File: src/hdl/date_difference_days_unit_assert.svh
// ----------------------------------------------------------------------------
// Date difference unit assertion macros
// Property wrappers for the unit's assertions, clocked on clock.
// ----------------------------------------------------------------------------
`ifndef DATE_DIFFERENCE_DAYS_UNIT_ASSERT_SVH
`define DATE_DIFFERENCE_DAYS_UNIT_ASSERT_SVH

// same-cycle implication
`define DDU_ASSERT_IMPL(label, ante, cons) \
   label: assert property (@(posedge clock) disable iff (reset) (ante) |-> (cons)) \
      else $error("date difference unit: assertion failed");

// next-cycle implication
`define DDU_ASSERT_NEXT(label, ante, cons) \
   label: assert property (@(posedge clock) disable iff (reset) (ante) |=> (cons)) \
      else $error("date difference unit: assertion failed");

`endif

File: src/hdl/ddu_pkg.sv
// ----------------------------------------------------------------------------
// Date difference unit package
// Field widths, calendar constants and month tables.
// ----------------------------------------------------------------------------
package ddu_pkg;

   localparam int YEAR_W  = 14;
   localparam int MONTH_W = 4;
   localparam int DAY_W   = 5;
   localparam int COUNT_W = 23;
   localparam int DNUM_W  = 23;
   localparam int Y4_W    = 12;
   localparam int Q25_W   = 8;
   localparam int PROD_W  = 25;
   localparam int BC_W    = 13;
   localparam int MOFF_W  = 9;
   localparam int YCMP_W  = 17;

   // x / 25 == (x * 5243) >> 17 for x < 4096
   localparam logic [12:0] DIV25_MUL = 13'd5243;
   localparam logic [Y4_W-1:0] Y4_PER_CENTURY = 12'd25;
   localparam logic [8:0] DAYS_PER_YEAR = 9'd365;

   localparam logic [MONTH_W-1:0] MONTH_JAN = 4'd1;
   localparam logic [MONTH_W-1:0] MONTH_FEB = 4'd2;
   localparam logic [MONTH_W-1:0] MONTH_MAR = 4'd3;
   localparam logic [MONTH_W-1:0] MONTH_DEC = 4'd12;
   localparam logic [MONTH_W-1:0] MAR_SHIFT = 4'd3;
   localparam logic [MONTH_W-1:0] JAN_SHIFT = 4'd9;

   typedef struct packed {
      logic s1;
      logic s2;
      logic s3;
   } stage_en_type;

   // days before month, March-based month index
   function automatic logic [MOFF_W-1:0] month_offset(input logic [MONTH_W-1:0] mp);
      logic [MOFF_W-1:0] r;
      unique case (mp)
         4'd0:    r = 9'd0;
         4'd1:    r = 9'd31;
         4'd2:    r = 9'd61;
         4'd3:    r = 9'd92;
         4'd4:    r = 9'd122;
         4'd5:    r = 9'd153;
         4'd6:    r = 9'd184;
         4'd7:    r = 9'd214;
         4'd8:    r = 9'd245;
         4'd9:    r = 9'd275;
         4'd10:   r = 9'd306;
         4'd11:   r = 9'd337;
         default: r = 9'd0;
      endcase
      return r;
   endfunction

   // length of a common-year month, zero for a bad month
   function automatic logic [DAY_W-1:0] month_len(input logic [MONTH_W-1:0] m);
      logic [DAY_W-1:0] r;
      unique case (m)
         4'd1, 4'd3, 4'd5, 4'd7, 4'd8, 4'd10, 4'd12: r = 5'd31;
         4'd4, 4'd6, 4'd9, 4'd11:                    r = 5'd30;
         4'd2:                                       r = 5'd28;
         default:                                    r = 5'd0;
      endcase
      return r;
   endfunction

endpackage

File: src/hdl/ddu_day_number.sv
// ----------------------------------------------------------------------------
// Day number pipeline
// Three-stage check and Gregorian day number of one date (1 March, year 0).
// ----------------------------------------------------------------------------
module ddu_day_number #(
   parameter int YEAR_MAX = 9999
) (
   input  logic                              clock,
   input  ddu_pkg::stage_en_type             en,
   input  logic [ddu_pkg::YEAR_W-1:0]        year,
   input  logic [ddu_pkg::MONTH_W-1:0]       month,
   input  logic [ddu_pkg::DAY_W-1:0]         day,
   output logic                              date_ok,
   output logic [ddu_pkg::DNUM_W-1:0]        day_num
);

   // stage 1: range checks, shifted year, quotients by 100
   logic                            m_ok_in, m_ok_ff;
   logic                            y_ok_in, y_ok_ff;
   logic                            y4z_in, y4z_ff;
   logic [ddu_pkg::Y4_W-1:0]        y4_in, y4_ff;
   logic [ddu_pkg::Q25_W-1:0]       qy_in, qy_ff;
   logic [ddu_pkg::YEAR_W-1:0]      yy_in, yy_ff;
   logic [ddu_pkg::Q25_W-1:0]       qyy_in, qyy_ff;
   logic [ddu_pkg::MONTH_W-1:0]     mp_in, mp_ff;
   logic [ddu_pkg::MONTH_W-1:0]     m_ff;
   logic [ddu_pkg::DAY_W-1:0]       d_ff;
   logic [ddu_pkg::PROD_W-1:0]      prod_y, prod_yy;

   always_comb begin
      m_ok_in = (month >= ddu_pkg::MONTH_JAN) && (month <= ddu_pkg::MONTH_DEC);
      y_ok_in = (year != '0) &&
                (ddu_pkg::YCMP_W'(year) <= ddu_pkg::YCMP_W'(YEAR_MAX));
      y4z_in  = (year[1:0] == 2'b00);
      y4_in   = year[ddu_pkg::YEAR_W-1:2];
      yy_in   = (month <= ddu_pkg::MONTH_FEB) ? year - ddu_pkg::YEAR_W'(1) : year;
      mp_in   = (month >= ddu_pkg::MONTH_MAR) ? month - ddu_pkg::MAR_SHIFT
                                              : month + ddu_pkg::JAN_SHIFT;
      prod_y  = ddu_pkg::PROD_W'(y4_in) * ddu_pkg::PROD_W'(ddu_pkg::DIV25_MUL);
      prod_yy = ddu_pkg::PROD_W'(yy_in[ddu_pkg::YEAR_W-1:2]) *
                ddu_pkg::PROD_W'(ddu_pkg::DIV25_MUL);
      qy_in   = prod_y[ddu_pkg::PROD_W-1 -: ddu_pkg::Q25_W];
      qyy_in  = prod_yy[ddu_pkg::PROD_W-1 -: ddu_pkg::Q25_W];
   end

   always_ff @(posedge clock) begin
      if (en.s1) begin
         m_ok_ff <= m_ok_in;
         y_ok_ff <= y_ok_in;
         y4z_ff  <= y4z_in;
         y4_ff   <= y4_in;
         qy_ff   <= qy_in;
         yy_ff   <= yy_in;
         qyy_ff  <= qyy_in;
         mp_ff   <= mp_in;
         m_ff    <= month;
         d_ff    <= day;
      end
   end

   // stage 2: leap test, day check, year and month terms
   logic                            leap;
   logic [ddu_pkg::DAY_W-1:0]       len;
   logic                            ok2_in, ok2_ff;
   logic [ddu_pkg::DNUM_W-1:0]      a_in, a_ff;
   logic [ddu_pkg::BC_W-1:0]        bc_in, bc_ff;

   always_comb begin
      leap   = y4z_ff && ((y4_ff != ddu_pkg::Y4_W'(qy_ff) * ddu_pkg::Y4_PER_CENTURY) ||
                          (qy_ff[1:0] == 2'b00));
      len    = ddu_pkg::month_len(m_ff) +
               ddu_pkg::DAY_W'((m_ff == ddu_pkg::MONTH_FEB) && leap);
      ok2_in = m_ok_ff && y_ok_ff && (d_ff != '0) && (d_ff <= len);
      a_in   = ddu_pkg::DNUM_W'(yy_ff) * ddu_pkg::DNUM_W'(ddu_pkg::DAYS_PER_YEAR);
      bc_in  = ddu_pkg::BC_W'(yy_ff[ddu_pkg::YEAR_W-1:2]) - ddu_pkg::BC_W'(qyy_ff)
             + ddu_pkg::BC_W'(qyy_ff[ddu_pkg::Q25_W-1:2])
             + ddu_pkg::BC_W'(ddu_pkg::month_offset(mp_ff))
             + ddu_pkg::BC_W'(d_ff) - ddu_pkg::BC_W'(1);
   end

   always_ff @(posedge clock) begin
      if (en.s2) begin
         ok2_ff <= ok2_in;
         a_ff   <= a_in;
         bc_ff  <= bc_in;
      end
   end

   // stage 3: final sum
   logic                            ok3_ff;
   logic [ddu_pkg::DNUM_W-1:0]      dn_in, dn_ff;

   assign dn_in = a_ff + ddu_pkg::DNUM_W'(bc_ff);

   always_ff @(posedge clock) begin
      if (en.s3) begin
         ok3_ff <= ok2_ff;
         dn_ff  <= dn_in;
      end
   end

   assign date_ok = ok3_ff;
   assign day_num = dn_ff;

endmodule

File: src/hdl/date_difference_days_unit.sv
// ----------------------------------------------------------------------------
// Date difference unit
// Signed count of days from a start date to an end date, Gregorian calendar.
// ----------------------------------------------------------------------------
// Takes one date pair per cycle while req_ready is high and returns day_count
// = day number of the end date minus day number of the start date, held in
// the stage 1 to 4 registers in turn. Three stages form each date's day
// number (checks and divide-by-100 reciprocal multiply, leap test with the
// 365x year multiply, final sum); the fourth subtracts, saturates to 23 bits
// and drives the output register. A month, day or year out of range in either
// date gives date_invalid = 1 and a count of zero. Each stage holds its word
// while the next is full, so up to four words are in flight under a stall.
module date_difference_days_unit #(
   parameter int YEAR_MAX = 9999
) (
   input  logic                                 clock,
   input  logic                                 reset,
   input  logic                                 req_valid,
   output logic                                 req_ready,
   input  logic [ddu_pkg::YEAR_W-1:0]           req_start_year,
   input  logic [ddu_pkg::MONTH_W-1:0]          req_start_month,
   input  logic [ddu_pkg::DAY_W-1:0]            req_start_day,
   input  logic [ddu_pkg::YEAR_W-1:0]           req_end_year,
   input  logic [ddu_pkg::MONTH_W-1:0]          req_end_month,
   input  logic [ddu_pkg::DAY_W-1:0]            req_end_day,
   output logic                                 rsp_valid,
   input  logic                                 rsp_ready,
   output logic signed [ddu_pkg::COUNT_W-1:0]   rsp_day_count,
   output logic                                 rsp_date_invalid
);

   logic                   v1_ff, v2_ff, v3_ff, v4_ff;
   logic                   en4;
   ddu_pkg::stage_en_type  en;

   always_comb begin
      en4   = !v4_ff || rsp_ready;
      en.s3 = !v3_ff || en4;
      en.s2 = !v2_ff || en.s3;
      en.s1 = !v1_ff || en.s2;
   end

   assign req_ready = en.s1;

   always_ff @(posedge clock) begin
      if (reset) begin
         v1_ff <= 1'b0;
         v2_ff <= 1'b0;
         v3_ff <= 1'b0;
         v4_ff <= 1'b0;
      end else begin
         if (en.s1) v1_ff <= req_valid;
         if (en.s2) v2_ff <= v1_ff;
         if (en.s3) v3_ff <= v2_ff;
         if (en4)   v4_ff <= v3_ff;
      end
   end

   logic                          start_ok, end_ok;
   logic [ddu_pkg::DNUM_W-1:0]    start_dn, end_dn;

   ddu_day_number #(.YEAR_MAX(YEAR_MAX)) u_start (
      .clock   (clock),
      .en      (en),
      .year    (req_start_year),
      .month   (req_start_month),
      .day     (req_start_day),
      .date_ok (start_ok),
      .day_num (start_dn)
   );

   ddu_day_number #(.YEAR_MAX(YEAR_MAX)) u_end (
      .clock   (clock),
      .en      (en),
      .year    (req_end_year),
      .month   (req_end_month),
      .day     (req_end_day),
      .date_ok (end_ok),
      .day_num (end_dn)
   );

   // stage 4: subtract and saturate
   logic signed [ddu_pkg::DNUM_W:0]        diff;
   logic signed [ddu_pkg::COUNT_W-1:0]     count_in, count_ff;
   logic                                   invalid_in, invalid_ff;

   always_comb begin
      diff       = $signed({1'b0, end_dn}) - $signed({1'b0, start_dn});
      invalid_in = !(start_ok && end_ok);
      if (invalid_in) begin
         count_in = '0;
      end else if (diff[ddu_pkg::DNUM_W] != diff[ddu_pkg::COUNT_W-1]) begin
         count_in = {diff[ddu_pkg::DNUM_W], {(ddu_pkg::COUNT_W-1){!diff[ddu_pkg::DNUM_W]}}};
      end else begin
         count_in = diff[ddu_pkg::COUNT_W-1:0];
      end
   end

   always_ff @(posedge clock) begin
      if (en4) begin
         count_ff   <= count_in;
         invalid_ff <= invalid_in;
      end
   end

   assign rsp_valid        = v4_ff;
   assign rsp_day_count    = count_ff;
   assign rsp_date_invalid = invalid_ff;

`include "date_difference_days_unit_assert.svh"

   `DDU_ASSERT_IMPL(a_invalid_zero, rsp_valid && rsp_date_invalid, rsp_day_count == '0)
   `DDU_ASSERT_IMPL(a_empty_out_ready, !rsp_valid, req_ready)
   `DDU_ASSERT_IMPL(a_stall_full, !req_ready, rsp_valid && !rsp_ready)

endmodule
File: config.mk
export PLATFORM = sky130hd
export DESIGN_NAME = date_difference_days_unit
export DESIGN_NICKNAME = d
export VERILOG_FILES = /design/src/hdl/ddu_pkg.sv /design/src/hdl/ddu_day_number.sv /design/src/hdl/date_difference_days_unit.sv
export VERILOG_INCLUDE_DIRS = /design/src /design/src/hdl
export SDC_FILE = /design/constraint.sdc
export NUM_CORES = 2
export LEC_CHECK = 0
export BUFFER_PORTS_ARGS = -buffer_cell sky130_fd_sc_hd__buf_4
export CAP_MARGIN = 30
export CORE_MARGIN = 1.5
export CORE_UTILIZATION = 30
export CTS_CLUSTER_DIAMETER = 100
export DETAILED_ROUTE_END_ITERATION = 7
export PLACE_DENSITY = 0.43
export SLEW_MARGIN = 20
export SYNTH_ARGS = -nofsm -noshare
export SYNTH_HDL_FRONTEND = slang
export SYNTH_SLANG_ARGS = --single-unit
export TNS_END_PERCENT = 20
File: constraint.sdc
create_clock -name clock -period 18.8 [get_ports clock]
set_input_delay 3.76 -clock clock [delete_from_list [all_inputs] [get_ports clock]]
set_output_delay 3.76 -clock clock [all_outputs]
set_load 0.1 [all_outputs]
# After elaboration in Yosys (flattened, before gate mapping)
# Memories as Yosys holds them, arrays and structs flattened. A register that Yosys moved wholly into a read port is not among the register bits.
# Cells that the tools add are included.
# op_classes
n_reduce_logical	35
mux	9
n_addsub	21
n_lt_le_gt_ge	12
eq_ne	5
multipliers	8
# ops
op	count
$mul A12 B13 Y25 const B	4
$add A23 B13 Y23	2
$mul A14 B9 Y23 const B	2
$le A14 B14 Y1 const B	2
$mux W14	2
$reduce_bool A14 Y1	2
$sub A14 B1 Y14 const B	2
$add A13 B5 Y13	2
$add A13 B6 Y13	2
$add A13 B9 Y13	2
$sub A12 B8 Y13	2
$sub A13 B1 Y13 const B	2
$mul A8 B5 Y12 const B	2
$mux W4	6
$ne A12 B12 Y1	2
$sub A23 B23 Y24	1
$mux W23	1
$logic_and A1 B1 Y1	15
$add A5 B1 Y5	2
$le A5 B5 Y1	2
$reduce_bool A5 Y1	2
$add A4 B4 Y4 const B	2
$eq A4 B2 Y1 const B	2
$ge A4 B1 Y1 const B	2
8 further kinds	25
# word_totals
mem_bits_ro	448
wordCells	130
memories	4
inputBits	50
register_bits	266
out_inout_bits	26
# memory_table
name	words	word_bits	rd	rd_ports_with_merged_regs	write_ports	line_no	rtl
(no name shown)	16	9	1	1	0	ddu_pkg.sv:40	unique case (mp)
(no name shown)	16	9	1	1	0	ddu_pkg.sv:40	
(no name shown)	16	5	1	1	0	ddu_pkg.sv:61	unique case (m)
(no name shown)	16	5	1	1	0	ddu_pkg.sv:61	

# Longest topological paths before layout
# logic_depth
depth_word	8
mapped_depth	29
ltp_nobuf	29

# By module
# Synthesis repeated with hierarchy kept, for this count alone.
# unflattened
cells_unflattened	3056
area_unflattened_um2	32593.8
# modules_own_cells
module	seq_area_each_um2	cells_per_inst	area_per_inst_um2	instances
ddu_day_number (u_start)	3813.7	1412	15160.8	1
ddu_day_number (u_end)	3813.7	1361	14848.0	1
date_difference_days_unit	800.8	283	2585.0	1

# Worst setup path before layout
# No wires, ideal clock.
# synth_timing
path_kind	input -> output
startpoint	input rsp_ready
endpoint	output req_ready
setup_slack_ps	6453
n_path_buf	2
path_stages	5
t_required_ps	15040
arrival_ps	8587
path_cell_list	nor2b_1 -> and3_1 -> nand2_1 -> buf_2 -> clkbuf_1
# synth_via
elab_chain_len	4
# synth_lines
element	line_no	rtl
start, declared	date_difference_days_unit.sv:27	input logic rsp_ready,
$logic_or A1 B1 Y1	date_difference_days_unit.sv:37	en4 = !v4_ff || rsp_ready;
$logic_or A1 B1 Y1	date_difference_days_unit.sv:38	en.s3 = !v3_ff || en4;
$logic_or A1 B1 Y1	date_difference_days_unit.sv:39	en.s2 = !v2_ff || en.s3;
$logic_or A1 B1 Y1	date_difference_days_unit.sv:40	en.s1 = !v1_ff || en.s2;
end, declared	date_difference_days_unit.sv:19	output logic req_ready,
# Every way passes these cells.

# Final worst setup path
# layout_timing
startpoint	input req_end_month[0] (netlist bit)
endpoint	register u_end.qyy_ff[2] (netlist bit) (data pin)
# layout_via
elab_chain_len	3
# layout_lines
element	line_no	rtl
start, declared	date_difference_days_unit.sv:24	input logic [ddu_pkg::MONTH_W-1:0] req_end_month,
$le A4 B2 Y1	ddu_day_number.sv:36	yy_in = (month <= ddu_pkg::MONTH_FEB) ? year - ddu_pkg::YEAR_W'(1) : year;
$mux W14	ddu_day_number.sv:36	
net u_end.yy_in (one bit)	ddu_day_number.sv:23	logic [ddu_pkg::YEAR_W-1:0] yy_in, yy_ff;
$mul A12 B13 Y25	ddu_day_number.sv:40	prod_yy = ddu_pkg::PROD_W'(yy_in[ddu_pkg::YEAR_W-1:2]) *
net u_end.prod_yy (one bit)	ddu_day_number.sv:28	logic [ddu_pkg::PROD_W-1:0] prod_y, prod_yy;
end signal, assigned	ddu_day_number.sv:54	qyy_ff <= qyy_in;
end, declared	ddu_day_number.sv:24	logic [ddu_pkg::Q25_W-1:0] qyy_in, qyy_ff;
# The timed path passes the listed nets, and every way through them passes these cells.
# A chain may end at the register's enable or synchronous reset.

==> impl_metrics.tcl <==
set metrics [dict create \
    top_layer "met4" \
    drc 0 \
    yosys_warnings 0 \
    synth_area_um2 32200 \
    internal_power_mw 3.60 \
    pwr-share-comb 0.680 \
    leakage_nw 18.1 \
    htree_num_levels 2 \
    cts_hold_buf 0 \
    die_area_um2 109000 \
    cap_violations 0 \
    syn_nets 4006 \
    routed-wl-met2_um 31400 \
    worst_ir_drop_vdd_mv 0.0781 \
    synth.area.top_cells "ha_1 (25%), edfxtp_1 (24%), fa_1 (19%)" \
    drt-met1-wl_um 35800 \
    hpwl_um 59200 \
    setup-violations-final 0 \
    hold_viol_final 0 \
    ys_types 85 \
    drive_above_1_share 0.0654 \
    pwr-share-clk 0.130 \
    root_buffer "clkbuf_16" \
    cts.sinks 290 \
    syn_inst 2999 \
    vias 19842 \
    path_clk_slew_ns 0.05 \
    fmax_mhz 97.8 \
    clock_skew_ns 0.0423 \
    slew_viol_final 0 \
    synth_top_area_share 0.251 \
    nNetsFinal 4126 \
    hp-class "flop to flop" \
    cts_tree "built" \
    cp_num_buf_inv 6 \
    boundaryPins 76 \
    end_kind "flop" \
    fin_crit_ns 10.22 \
    fin_crit_sh 0.544 \
    switching_power_mw 2.87 \
    synth_flop_cell "edfxtp_1" \
    required_ns 19.12 \
    num_rows 120 \
    power_density_nw_per_um2 180 \
    grt_use_total 0.133 \
    grt_pass1_vias 20950 \
    crit_path_max_fanout 12 \
    cts_setup_buffers 0 \
    diodes 0 \
    port_buffers 75 \
    synth_top_area_cell "ha_1" \
    crit_type "primary input to flop" \
    viasPerCell 4.36 \
    layout.cells.most_common "inv_1" \
    slew-limit-headroom 0.368 \
    pwr-share-seq 0.190 \
    drtIter0Drc 716 \
    avgRoutedWirePerCell_um 15.4 \
    syn_avg_cell_area_um2 10.7 \
    die_h_um 331 \
    numPlacedInstances 4476 \
    seq_area_frac_synth 0.262 \
    cp_slowest_stage_delay_ns 0.59 \
    layout.cells.non_filler 4554 \
    cts_buffers 42 \
    cp_slowest_cell "fa_1" \
    synth_edf_count 262 \
    grt_max_degree 104 \
    swShare 0.444 \
    post_cts_resized 0 \
    wirelength_um 70100 \
    cts_buffer_depth 3 \
    rsz0062_at_grt "no" \
    outcome "finished, final reports clean" \
    grt_overflow 0 \
    core_area_um2 107000 \
    tns_ns 0 \
    final_cell_mix "inv_1 (702), ha_1 (646), fa_1 (311), edfxtp_1 (262), xnor2_1 (156)" \
    postSynth.asyncResetShare 0 \
    grt_pass1_wl_um 114000 \
    arrival_ns 10.54 \
    drt.antenna.violating_nets 0 \
    clkLatencyLatePin_ns 0.60 \
    ys_seq_elements 290 \
    crit_family "adder cells" \
    start_util 0.302 \
    tightest_slew_ns 0.941 \
    die_w_um 331 \
    antenna_found_initial 1 \
    cp-start-kind "primary input" \
    areaGrowthSynthToFinish_pct 12.0 \
    gp_congestion 0.807 \
    wl_met3_um 1590 \
    dr.pass1.iters 5 \
]
layout make-up:
cell class | instances | area [um^2]
Clock buffer | 44 | 1060
Sequential cell | 290 | 8430
Tap cell | 1403 | 1760
Timing Repair Buffer | 86 | 671
Inverter | 703 | 2640
Multi-Input combinational cell | 1996 | 21100
Fill cell | 10869 | 70700
Clock inverter | 32 | 410
sequential cells by signal, summed over array words and instances, names as in the netlist, 5 cells and up, named ones only:
name             flops
u_end.bc_ff         13
u_end.a_ff          23
u_start.qyy_ff       8
u_end.yy_ff         14
u_end.qy_ff          8
u_start.d_ff         5
u_start.bc_ff       13
u_start.a_ff        23
u_start.day_num     23
rsp_day_count       23
u_end.d_ff           5
u_end.qyy_ff         8
u_start.yy_ff       14
u_end.day_num       23
u_end.y4_ff         12
u_start.y4_ff       12
u_start.qy_ff        8
layer usage:
metal | vias up | GRT usage
met5 | - | 0
met4 | 0 | 0.0291
met1 | 9389 | 0.190
li1 | 10219 | -
met3 | 78 | 0.0163
met2 | 156 | 0.215
synthesized netlist by cell type, drive strengths merged (5+ instances only):
master and instances:
inv 703, ha 646, fa 311, edfxtp 262, xnor2 157, nand2 106
a21oi 102, nor2 99, a21o 77, o21ai 73, xor2 54, nand3 38
nor3 35, nor2b 34, dfxtp 28, o21a 21, nand2b 20, and3 19
a31oi 17, nand4 17, a211oi 15, a21boi 12, o21bai 12, mux2i 10
or2 10, nor4 8, o31ai 8, a2111oi 7, o211ai 7, or3 7
a31o 6, and2 5, buf 5, clkbuf 5, o22ai 5
metrics by stage:
step                      total power [mW]  setup slack, ns  hold slack [ns]   util  area [um^2]
final                                 6.48             8.58            0.410  0.338        36100
after global routing                  7.28             8.15            0.412  0.338        36100
after CTS                             6.63             8.55            0.396  0.338        36000
after detailed placement              5.71             7.92            0.408  0.324        34600
after global placement                5.73             8.07            0.406  0.324        34600
after floorplan                       4.70             6.45            0.400      -        32200
cell families (layout without fill, tap and decap cells):
logic type | Yosys count | after routing | synth area share
xor+xnor | 211 | 211 | 0.0576
buf+inv | 713 | 865 | 0.0836
flops | 290 | 290 | 0.262
mux | 12 | 12 | 0.00381
fa+ha+maj | 957 | 957 | 0.444
simple gates | 414 | 414 | 0.0635
compound gates | 402 | 402 | 0.0857
final timing paths:
check                                                start                   endpoint  slack [ns]  cells after the start
worst min register to register    u_start.ok2_ff$_DFFE_PP_  u_start.date_ok$_DFFE_PP_        0.41                      0
worst min-delay path              u_start.ok2_ff$_DFFE_PP_  u_start.date_ok$_DFFE_PP_        0.41                      0
worst max-delay path                      req_end_month[0]  u_end.qyy_ff[2]$_DFFE_PP_        8.58                     28
worst max register to register  u_start.qy_ff[2]$_DFFE_PP_   u_start.ok2_ff$_DFFE_PP_       13.08                     22
power by group through the flow:
stage	clock network, mW	registers, mW	logic (mW)
4_1_cts	0.880	1.24	4.51
3_3_place_gp	0	1.25	4.48
6_report	0.844	1.23	4.40
5_1_grt	0.902	1.26	5.12
2_1_floorplan	0	1.28	3.42
3_5_place_dp	0	1.25	4.46
Note: power is estimated with default switching activity, not from simulation.
